File: src/rtl/skf_pkg.sv
// Shared constants and register codes for the scalar Kalman estimator.
// No dependencies; every other file of the block imports this package.
package skf_pkg;

    localparam int SKF_FRAC_BITS = 16;
    localparam int DATA_W        = 32;
    localparam int CFG_IDX_W     = 8;

    localparam logic [CFG_IDX_W-1:0] REG_INIT_EST  = CFG_IDX_W'(0);
    localparam logic [CFG_IDX_W-1:0] REG_INIT_VAR  = CFG_IDX_W'(1);
    localparam logic [CFG_IDX_W-1:0] REG_PROC_NOISE = CFG_IDX_W'(2);
    localparam logic [CFG_IDX_W-1:0] REG_SENS_NOISE = CFG_IDX_W'(3);

    localparam logic [DATA_W-1:0] RST_INIT_EST   = 32'd3276800;
    localparam logic [DATA_W-1:0] RST_INIT_VAR   = 32'd65536;
    localparam logic [DATA_W-1:0] RST_PROC_NOISE = 32'd655;
    localparam logic [DATA_W-1:0] RST_SENS_NOISE = 32'd65536;

endpackage

File: src/rtl/scalar_kalman_estimator_top.sv
// Top level of the scalar Kalman estimator: sequencer, state and registers.
// Depends on skf_pkg, skf_div and skf_mul.
//
//  Channel      Direction  Handshake                     Payload
//  measurement  in         i_meas_valid / o_meas_ready   i_measurement
//  estimate     out        o_est_valid  / i_est_ready    o_estimate
//  config       in         i_cfg_valid  / o_cfg_ready    i_cfg_index, i_cfg_data
//
// A request is accepted only while the sequencer is idle, so a new one is not taken
// before the last one is through, and its estimate turns valid once the variance step
// loads it. Most of the work is done by the serial divider that produces one gain bit per cycle.
// Reset is synchronous and loads the default registers, estimate and variance.
// A finished estimate waits in the output register while the next request is
// taken; the block holds its last step only when that register is still full.
module scalar_kalman_estimator_top #(
    parameter int FRAC_BITS = skf_pkg::SKF_FRAC_BITS
) (
    input  logic                              i_clk,
    input  logic                              i_rst_n,
    input  logic                              i_meas_valid,
    output logic                              o_meas_ready,
    input  logic signed [skf_pkg::DATA_W-1:0] i_measurement,
    output logic                              o_est_valid,
    input  logic                              i_est_ready,
    output logic signed [skf_pkg::DATA_W-1:0] o_estimate,
    input  logic                              i_cfg_valid,
    output logic                              o_cfg_ready,
    input  logic [skf_pkg::CFG_IDX_W-1:0]     i_cfg_index,
    input  logic [skf_pkg::DATA_W-1:0]        i_cfg_data
);
    import skf_pkg::*;

    localparam int A_W = 34;
    localparam int B_W = FRAC_BITS + 2;
    localparam int PW  = A_W + B_W;
    localparam logic signed [PW-1:0] HALF = PW'(1) << (FRAC_BITS - 1);

    typedef enum logic [2:0] {
        S_IDLE, S_DEN, S_DIV, S_MUL1, S_EST, S_VAR
    } t_state;

    t_state r_state;

    logic [31:0]          r_init_est;
    logic [31:0]          r_init_var;
    logic [31:0]          r_proc_noise;
    logic [31:0]          r_sens_noise;
    logic [31:0]          r_cur_est;
    logic [31:0]          r_cur_var;
    logic [31:0]          r_v;
    logic signed [32:0]   r_err;
    logic [FRAC_BITS-1:0] r_gain;
    logic                 r_den_zero;
    logic                 r_out_valid;
    logic [31:0]          r_out_est;

    logic                   meas_acc;
    logic [32:0]            var_sum;
    logic [31:0]            n_v;
    logic signed [32:0]     n_err;
    logic [32:0]            den;
    logic                   div_start;
    logic                   div_done;
    logic [FRAC_BITS:0]     div_quot;
    logic [FRAC_BITS:0]     one_m_gain;
    logic signed [A_W-1:0]  mul_a;
    logic signed [B_W-1:0]  mul_b;
    logic signed [PW-1:0]   prod;
    logic signed [PW-1:0]   prod_rnd;
    logic signed [35:0]     adj;
    logic signed [35:0]     est_wide;
    logic [31:0]            n_est;
    logic                   out_load;

    assign meas_acc = i_meas_valid && o_meas_ready;
    assign var_sum  = {1'b0, r_cur_var} + {1'b0, r_proc_noise};
    assign n_v      = var_sum[32] ? 32'hFFFF_FFFF : var_sum[31:0];
    assign n_err    = {i_measurement[31], i_measurement} - {r_cur_est[31], r_cur_est};
    assign den      = {1'b0, r_v} + {1'b0, r_sens_noise};
    assign div_start = (r_state == S_DEN);

    assign one_m_gain = {1'b1, {FRAC_BITS{1'b0}}} - {1'b0, r_gain};

    always_comb begin
        if (r_state == S_MUL1) begin
            mul_a = {r_err[32], r_err};
            mul_b = $signed({2'b00, r_gain});
        end else begin
            mul_a = $signed({2'b00, r_v});
            mul_b = $signed({1'b0, one_m_gain});
        end
    end

    skf_div #(.FRAC_BITS(FRAC_BITS)) u_div (
        .i_clk   (i_clk),
        .i_rst_n (i_rst_n),
        .i_start (div_start),
        .i_num   (r_v),
        .i_den   (den),
        .o_done  (div_done),
        .o_quot  (div_quot)
    );

    skf_mul #(.A_W(A_W), .B_W(B_W)) u_mul (
        .i_clk  (i_clk),
        .i_a    (mul_a),
        .i_b    (mul_b),
        .o_prod (prod)
    );

    assign prod_rnd = prod + HALF;
    assign adj      = prod_rnd[FRAC_BITS+35:FRAC_BITS];
    assign est_wide = {{4{r_cur_est[31]}}, r_cur_est} + adj;

    always_comb begin
        if (est_wide[35:31] == 5'b00000 || est_wide[35:31] == 5'b11111) begin
            n_est = est_wide[31:0];
        end else if (est_wide[35]) begin
            n_est = 32'h8000_0000;
        end else begin
            n_est = 32'h7FFF_FFFF;
        end
    end

    assign out_load = (r_state == S_VAR) && (!r_out_valid || i_est_ready);

    always_ff @(posedge i_clk) begin
        if (!i_rst_n) begin
            r_state      <= S_IDLE;
            r_out_valid  <= 1'b0;
            r_init_est   <= RST_INIT_EST;
            r_init_var   <= RST_INIT_VAR;
            r_proc_noise <= RST_PROC_NOISE;
            r_sens_noise <= RST_SENS_NOISE;
            r_cur_est    <= RST_INIT_EST;
            r_cur_var    <= RST_INIT_VAR;
        end else begin
            if (i_cfg_valid) begin
                case (i_cfg_index)
                    REG_INIT_EST: begin
                        r_init_est <= i_cfg_data;
                        r_cur_est  <= i_cfg_data;
                        r_cur_var  <= r_init_var;
                    end
                    REG_INIT_VAR: begin
                        r_init_var <= i_cfg_data;
                        r_cur_var  <= i_cfg_data;
                        r_cur_est  <= r_init_est;
                    end
                    REG_PROC_NOISE: r_proc_noise <= i_cfg_data;
                    REG_SENS_NOISE: r_sens_noise <= i_cfg_data;
                    default: ;
                endcase
            end

            if (out_load) begin
                r_out_valid <= 1'b1;
            end else if (i_est_ready) begin
                r_out_valid <= 1'b0;
            end

            case (r_state)
                S_IDLE: begin
                    if (meas_acc) begin
                        r_v     <= n_v;
                        r_err   <= n_err;
                        r_state <= S_DEN;
                    end
                end
                S_DEN: begin
                    r_den_zero <= (den == '0);
                    r_state    <= S_DIV;
                end
                S_DIV: begin
                    if (div_done) begin
                        if (r_den_zero) begin
                            r_gain <= '0;
                        end else if (div_quot[FRAC_BITS]) begin
                            r_gain <= '1;
                        end else begin
                            r_gain <= div_quot[FRAC_BITS-1:0];
                        end
                        r_state <= S_MUL1;
                    end
                end
                S_MUL1: begin
                    r_state <= S_EST;
                end
                S_EST: begin
                    r_cur_est <= n_est;
                    r_state   <= S_VAR;
                end
                S_VAR: begin
                    if (out_load) begin
                        r_cur_var <= prod[FRAC_BITS+31:FRAC_BITS];
                        r_out_est <= r_cur_est;
                        r_state   <= S_IDLE;
                    end
                end
                default: r_state <= S_IDLE;
            endcase
        end
    end

    assign o_meas_ready = (r_state == S_IDLE);
    assign o_est_valid  = r_out_valid;
    assign o_estimate   = r_out_est;
    assign o_cfg_ready  = 1'b1;

    a_busy_after_accept: assert property (@(posedge i_clk) disable iff (!i_rst_n)
        meas_acc |=> !o_meas_ready)
        else $error("measurement taken while a request is in progress");

    a_div_done_in_div: assert property (@(posedge i_clk) disable iff (!i_rst_n)
        div_done |-> (r_state == S_DIV))
        else $error("divider finished outside the division step");

    a_zero_den_gain: assert property (@(posedge i_clk) disable iff (!i_rst_n)
        (r_state == S_MUL1 && r_den_zero) |-> (r_gain == '0))
        else $error("nonzero gain with a zero denominator");

    a_out_drained: assert property (@(posedge i_clk) disable iff (!i_rst_n)
        (o_est_valid && i_est_ready && !out_load) |=> !o_est_valid)
        else $error("estimate still valid after it was taken");

endmodule

File: src/rtl/skf_div.sv
// Restoring serial divider that forms the gain quotient one bit per cycle.
// Depends on skf_pkg for the default fraction width.
module skf_div #(
    parameter int FRAC_BITS = skf_pkg::SKF_FRAC_BITS
) (
    input  logic                 i_clk,
    input  logic                 i_rst_n,
    input  logic                 i_start,
    input  logic [31:0]          i_num,
    input  logic [32:0]          i_den,
    output logic                 o_done,
    output logic [FRAC_BITS:0]   o_quot
);
    import skf_pkg::*;

    localparam int CNT_W = $clog2(FRAC_BITS + 1);

    logic [34:0]        r_rem;
    logic [32:0]        r_den;
    logic [FRAC_BITS:0] r_quot;
    logic [CNT_W-1:0]   r_cnt;
    logic               r_busy;
    logic               r_done;

    logic        ge;
    logic [34:0] diff;
    logic [34:0] n_rem;

    assign ge    = r_rem >= {2'b00, r_den};
    assign diff  = r_rem - {2'b00, r_den};
    assign n_rem = ge ? diff : r_rem;

    always_ff @(posedge i_clk) begin
        if (!i_rst_n) begin
            r_busy <= 1'b0;
            r_done <= 1'b0;
        end else begin
            r_done <= 1'b0;
            if (i_start) begin
                r_rem  <= {3'b000, i_num};
                r_den  <= i_den;
                r_cnt  <= CNT_W'(FRAC_BITS);
                r_busy <= 1'b1;
            end else if (r_busy) begin
                r_quot <= {r_quot[FRAC_BITS-1:0], ge};
                r_rem  <= {n_rem[33:0], 1'b0};
                if (r_cnt == '0) begin
                    r_busy <= 1'b0;
                    r_done <= 1'b1;
                end else begin
                    r_cnt <= r_cnt - 1'b1;
                end
            end
        end
    end

    assign o_done = r_done;
    assign o_quot = r_quot;

endmodule

File: src/rtl/skf_mul.sv
// Shared signed multiplier with a registered product.
// Depends on skf_pkg; used for both the estimate and the variance update.
module skf_mul #(
    parameter int A_W = 34,
    parameter int B_W = 18
) (
    input  logic                       i_clk,
    input  logic signed [A_W-1:0]      i_a,
    input  logic signed [B_W-1:0]      i_b,
    output logic signed [A_W+B_W-1:0]  o_prod
);
    import skf_pkg::*;

    logic signed [A_W+B_W-1:0] r_prod;

    always_ff @(posedge i_clk) begin
        r_prod <= i_a * i_b;
    end

    assign o_prod = r_prod;

endmodule
File: config.mk
export PLATFORM = sky130hd
export DESIGN_NAME = scalar_kalman_estimator_top
export DESIGN_NICKNAME = d
export VERILOG_FILES = /design/src/rtl/skf_pkg.sv /design/src/rtl/scalar_kalman_estimator_top.sv /design/src/rtl/skf_div.sv /design/src/rtl/skf_mul.sv
export SDC_FILE = /design/constraint.sdc
export NUM_CORES = 2
export LEC_CHECK = 0
export BUFFER_PORTS_ARGS = -buffer_cell sky130_fd_sc_hd__buf_2
export CAP_MARGIN = 25
export CORE_MARGIN = 2
export CORE_UTILIZATION = 43
export CTS_BUF_LIST = sky130_fd_sc_hd__clkbuf_4
export DETAILED_ROUTE_END_ITERATION = 8
export SLEW_MARGIN = 20
export SYNTH_ARGS = -nofsm -noshare
export SYNTH_HDL_FRONTEND = slang
export SYNTH_SLANG_ARGS = --single-unit
File: constraint.sdc
create_clock -name i_clk -period 21.5 [get_ports i_clk]
set_input_delay 1.075 -clock i_clk [delete_from_list [all_inputs] [get_ports i_clk]]
set_output_delay 1.075 -clock i_clk [all_outputs]
set_load 0.01 [all_outputs]
==> metrics list <==
- Via/cell ratio: 5.460
- Num CTS Buffers: 117
- Initial antenna violation count: 11
- Xor and xnor fraction of the mapped netlist area: 4.489%
* Synthesized-area fraction occupied by ao, oa, aoi and oai cells: 12.41%
* Sinks on the clock net: 439
* Fraction of the mapped netlist area in adder cells: 32.76%
* # rows: 117
- Once the floorplan was initialized, standard cells occupied 43.31% of the core.
- By area, the combinational part of the netlist is dominated by adder cells.
* Synthesized area per cell: 8.638 um^2
* Worst flop-to-flop path startpoint: r_state[1]
- Kind of capture point of the worst setup path: flop
* Vertical die dimension: 324.1 um
* Core ar.: 101700 um^2
* CP required: 22.34 ns
* Vias in the first global route: 35729
* Total Power: 6.014 mW
- Overall fraction of global-route tracks in use: 26.85%
- The die is 324.1 um wide.
- Detailed-router iteration count before antenna repair: 8
- The synthesized design contains 204 enable-type register cells.
* CTS tree: done
- The most critical setup path has its startpoint at r_state[1].
- Peak supply drop: 266.5 uV
* I/O pin count: 112
- Worst setup margin: 12.12 ns
* Count of vias placed by the detailed router: 36373
* CP Max Fanout: 69
- Wire length per cell: 20.74 um
- Final instance area: 47830 um^2
* Cell count after placement: 6434
* Relative max-transition margin: 32.59%
* Detail Placement HPWL: 108200 um
* Die footprint: 105000 um^2
- Final setup violating endpoints: 0
* Global-route wire length before repair: 214000 um
- Share of synthesized cell area in and, or, nand and nor gates: 16.70%
- The H-tree was split into 3 levels.
- Number of buffers inserted by hold repair at cts: 0
* Portion of netlist area occupied by mux cells: 0.9342%
- Pin count of the biggest net entering global routing: 75
- Synthesis produced a netlist whose cell count is 5101.
* Buffer and inverter count on the worst path: 6
* Flip-flop and latch count after synthesis: 439
- Of the available clock period, the critical path in the final layout requires 43.61%.
- Critical Path Stages: 28
* Number of buffers added on ports: 110
- Data on the critical path arrives at its endpoint at 10.21 ns.
- In this run the worst setup path terminates at u_mul.o_prod[48].
- Worst path max stage delay: 0.79 ns
- In this run the deepest clock path goes through 3 buffers.
* Insertion delay of the later-clocked pin in the worst-skew pair: 1.01 ns
- Maximum capacitance violations: 0
- The total count of hold-check failures in the final report was 0.
- After the last flow step, the layout net total stands at 6093.
- Post-synth ARST share: 0%
- After detailed placement, the total cell area comes to 46210 um^2.
* Most numerous cell on the critical path: sky130_fd_sc_hd__fa_1
* Leakage power summed over all cells: 22.17 nW
* Remaining number of nets flagged by the antenna check after routing: 0
* Root buf cell: sky130_fd_sc_hd__clkbuf_4
* Buffers inserted during post-CTS setup optimization: 0
- Global route total overflow: 0
* Startpoint Class: flop
- Kind of critical path: flop to flop
* Post-layout minimum cycle time: 9.376 ns
- Derived from the worst setup path, the maximum achievable clock frequency is 0.1067 GHz.
* Crit Reg-Reg Endpoint: u_mul.o_prod[48]
- Mapped cell area: 44060 um^2
- Most used flip-flop cell after synthesis: sky130_fd_sc_hd__dfxtp_1
- Seq/Total Area, Yosys: 24.58%
* Number of gates given a new drive strength after cts: 0
- Reg-to-reg setup timing slack: 12.12 ns
* Number of warnings reported in the yosys synthesis log: 0
* Class of the most critical hold timing path: input port to flop
* Skew final: 0.1183 ns
* Worst-case reg-to-reg path depth: 28
- For this run, the number of standard cells in the final layout without fillers is 6662.
- Status: finished clean
* Detailed Route Iter0 Violations: 3065
* Area growth from synthesis to layout: 8.542%
* Count of pins over their slew limit: 0
- Pin slew with the least headroom to its limit: 0.9830 ns
- Routability-driven placement finished with a final weighted congestion of 0.9492.
- Setup repair after global routing left no endpoint under its margin.
* Worst path top cell family by delay: adder cells
- After clock tree synthesis, the clock-pin slew on the worst setup and hold paths is 0.06 ns.
- Fraction of final layout cells with drive strength greater than 1: 8.097%
* Unique masters post-synth: 94
- In this run the power density over the cells is 125.7 nW/um^2.
- On the critical path, the stage with the largest delay is an instance of sky130_fd_sc_hd__xnor2_4.
- After routing, the total negative slack on setup checks comes to 0 ns.
- DR DRC count: 0
- Wire length after detailed routing: 138100 um
- Worst slack at placement: 12.32 ns
-- cell usage in the layout, fill, tap and decap left out, types with 92 or more instances in the layout --
cell                       Yosys  final
sky130_fd_sc_hd__edfxtp_1    204    204
sky130_fd_sc_hd__a21oi_1     370    370
sky130_fd_sc_hd__clkbuf_4      0    181
sky130_fd_sc_hd__buf_2        13    111
sky130_fd_sc_hd__ha_1        285    285
sky130_fd_sc_hd__a21o_1       92     92
sky130_fd_sc_hd__dfxtp_1     235    235
sky130_fd_sc_hd__inv_1       741    741
sky130_fd_sc_hd__nor2_1      365    357
sky130_fd_sc_hd__fa_1        543    543
sky130_fd_sc_hd__nand2_1    1004   1004
sky130_fd_sc_hd__xnor2_1     144    138
sky130_fd_sc_hd__o21ai_0     145    144
-- worst reg2reg max path, delay by kind of cell (launching register included) --
kind | cells | cell delay (ns)
AO/OA/AOI/OAI | 10 | 3.03
XOR/XNOR | 2 | 0.93
adder cells (fa/ha/maj) | 7 | 3.32
buffers and inverters | 6 | 1.00
flip-flops | 1 | 0.54
AND/OR/NAND/NOR | 3 | 0.44
-- routing by layer --
layer	up-vias	track usage (%)	share of wire, %
met1	17936	38.03	45
met4	6	11.09	4.2
li1	16783	-	-
met5	-	0	0.023
met2	1368	40.81	44
met3	280	4.358	7.3
-- registers in the layout, summed over array words and instances (netlist names) --
register      cells
u_mul.o_prod     37
r_gain           16
u_div.r_busy      1
r_init_var       32
u_div.o_quot     17
r_proc_noise     32
u_div.r_den      33
r_state           3
u_div.r_cnt       5
r_cur_var        32
r_init_est       32
r_sens_noise     32
r_err            33
r_cur_est        32
r_v              32
u_div.r_rem      35
u_div.o_done      1
r_den_zero        1
o_estimate       32
o_est_valid       1
-- area by class of cell --
type / count / area, um^2
fill: 10001 / 53920
multi-input combinational: 3717 / 29880
sequential: 439 / 10830
inverter: 743 / 2791
tap: 1368 / 1712
clock buffer: 180 / 1351
timing repair buffer: 170 / 1026
clock inverter: 37 / 217.7
antenna: 8 / 20.02
-- kinds of logic (layout without fill, tap and decap cells) --
group	Yosys count	in the layout
DFF	439	439
AOI/OAI and AO/OA	889	889
xor gates and xnor gates	225	225
buffers and inverters	946	1130
adders and majority gates	828	828
other	2	11
and+or+nand+nor	1731	1731
muxes	41	41
-- per-stage QoR --
step	util (%)	hold WS, ns
global route	47.00	0.3120
detailed placement	45.41	0.4356
floorplan	-	0.4275
finish	47.01	0.3755
global placement	45.38	0.4306
CTS	46.96	0.3107
-- how the worst min path moves through the flow --
stage,startpoint,end,slack (ns),cells past startpoint
final,i_cfg_data[6],r_init_est[6],0.38,3
after global routing,i_cfg_data[6],r_init_est[6],0.31,3
after CTS,i_cfg_data[6],r_init_est[6],0.31,3
after detailed placement,u_div.o_quot[15],u_div.o_quot[16],0.44,0
after global placement,u_div.o_quot[2],u_div.o_quot[3],0.43,0
after floorplan,u_div.o_quot[9],u_div.o_quot[10],0.43,0
-- power breakdown --
part / internal, mW / total (mW) / switching [mW]
Clock: 0.397 / 0.785 / 0.387
Combinational: 1.65 / 4.12 / 2.47
Sequential: 1.01 / 1.11 / 0.0987
Total: 3.06 / 6.01 / 2.95
-- cells in the mapped netlist (13+ instances only) --
master,instances,area (um^2)
sky130_fd_sc_hd__o21ai_1,19,95.09
sky130_fd_sc_hd__clkbuf_1,183,686.9
sky130_fd_sc_hd__o21a_1,44,330.3
sky130_fd_sc_hd__a21oi_1,370,1852
sky130_fd_sc_hd__buf_2,13,65.06
sky130_fd_sc_hd__and2_1,25,156.4
sky130_fd_sc_hd__a31oi_1,24,150.1
sky130_fd_sc_hd__nand2b_1,33,206.5
sky130_fd_sc_hd__ha_1,285,3566
sky130_fd_sc_hd__o21ai_0,145,725.7
sky130_fd_sc_hd__a21o_1,92,690.7
sky130_fd_sc_hd__a211oi_1,30,225.2
sky130_fd_sc_hd__nor2_1,365,1370
sky130_fd_sc_hd__nand4_1,37,231.5
sky130_fd_sc_hd__inv_1,741,2781
sky130_fd_sc_hd__nor3_1,56,280.3
sky130_fd_sc_hd__fa_1,543,10870
sky130_fd_sc_hd__o21bai_1,22,165.2
sky130_fd_sc_hd__nand3_1,77,385.4
sky130_fd_sc_hd__edfxtp_1,204,6126
sky130_fd_sc_hd__and3_1,33,206.5
sky130_fd_sc_hd__mux2i_1,40,400.4
sky130_fd_sc_hd__o31ai_1,13,97.59
sky130_fd_sc_hd__o211ai_1,27,202.7
sky130_fd_sc_hd__dfxtp_1,235,4705
sky130_fd_sc_hd__xor2_1,80,700.7
sky130_fd_sc_hd__nand2_1,1004,3769
sky130_fd_sc_hd__xnor2_1,144,1261
sky130_fd_sc_hd__nor2b_1,22,137.6
Note: power is estimated with default switching activity, not from simulation.
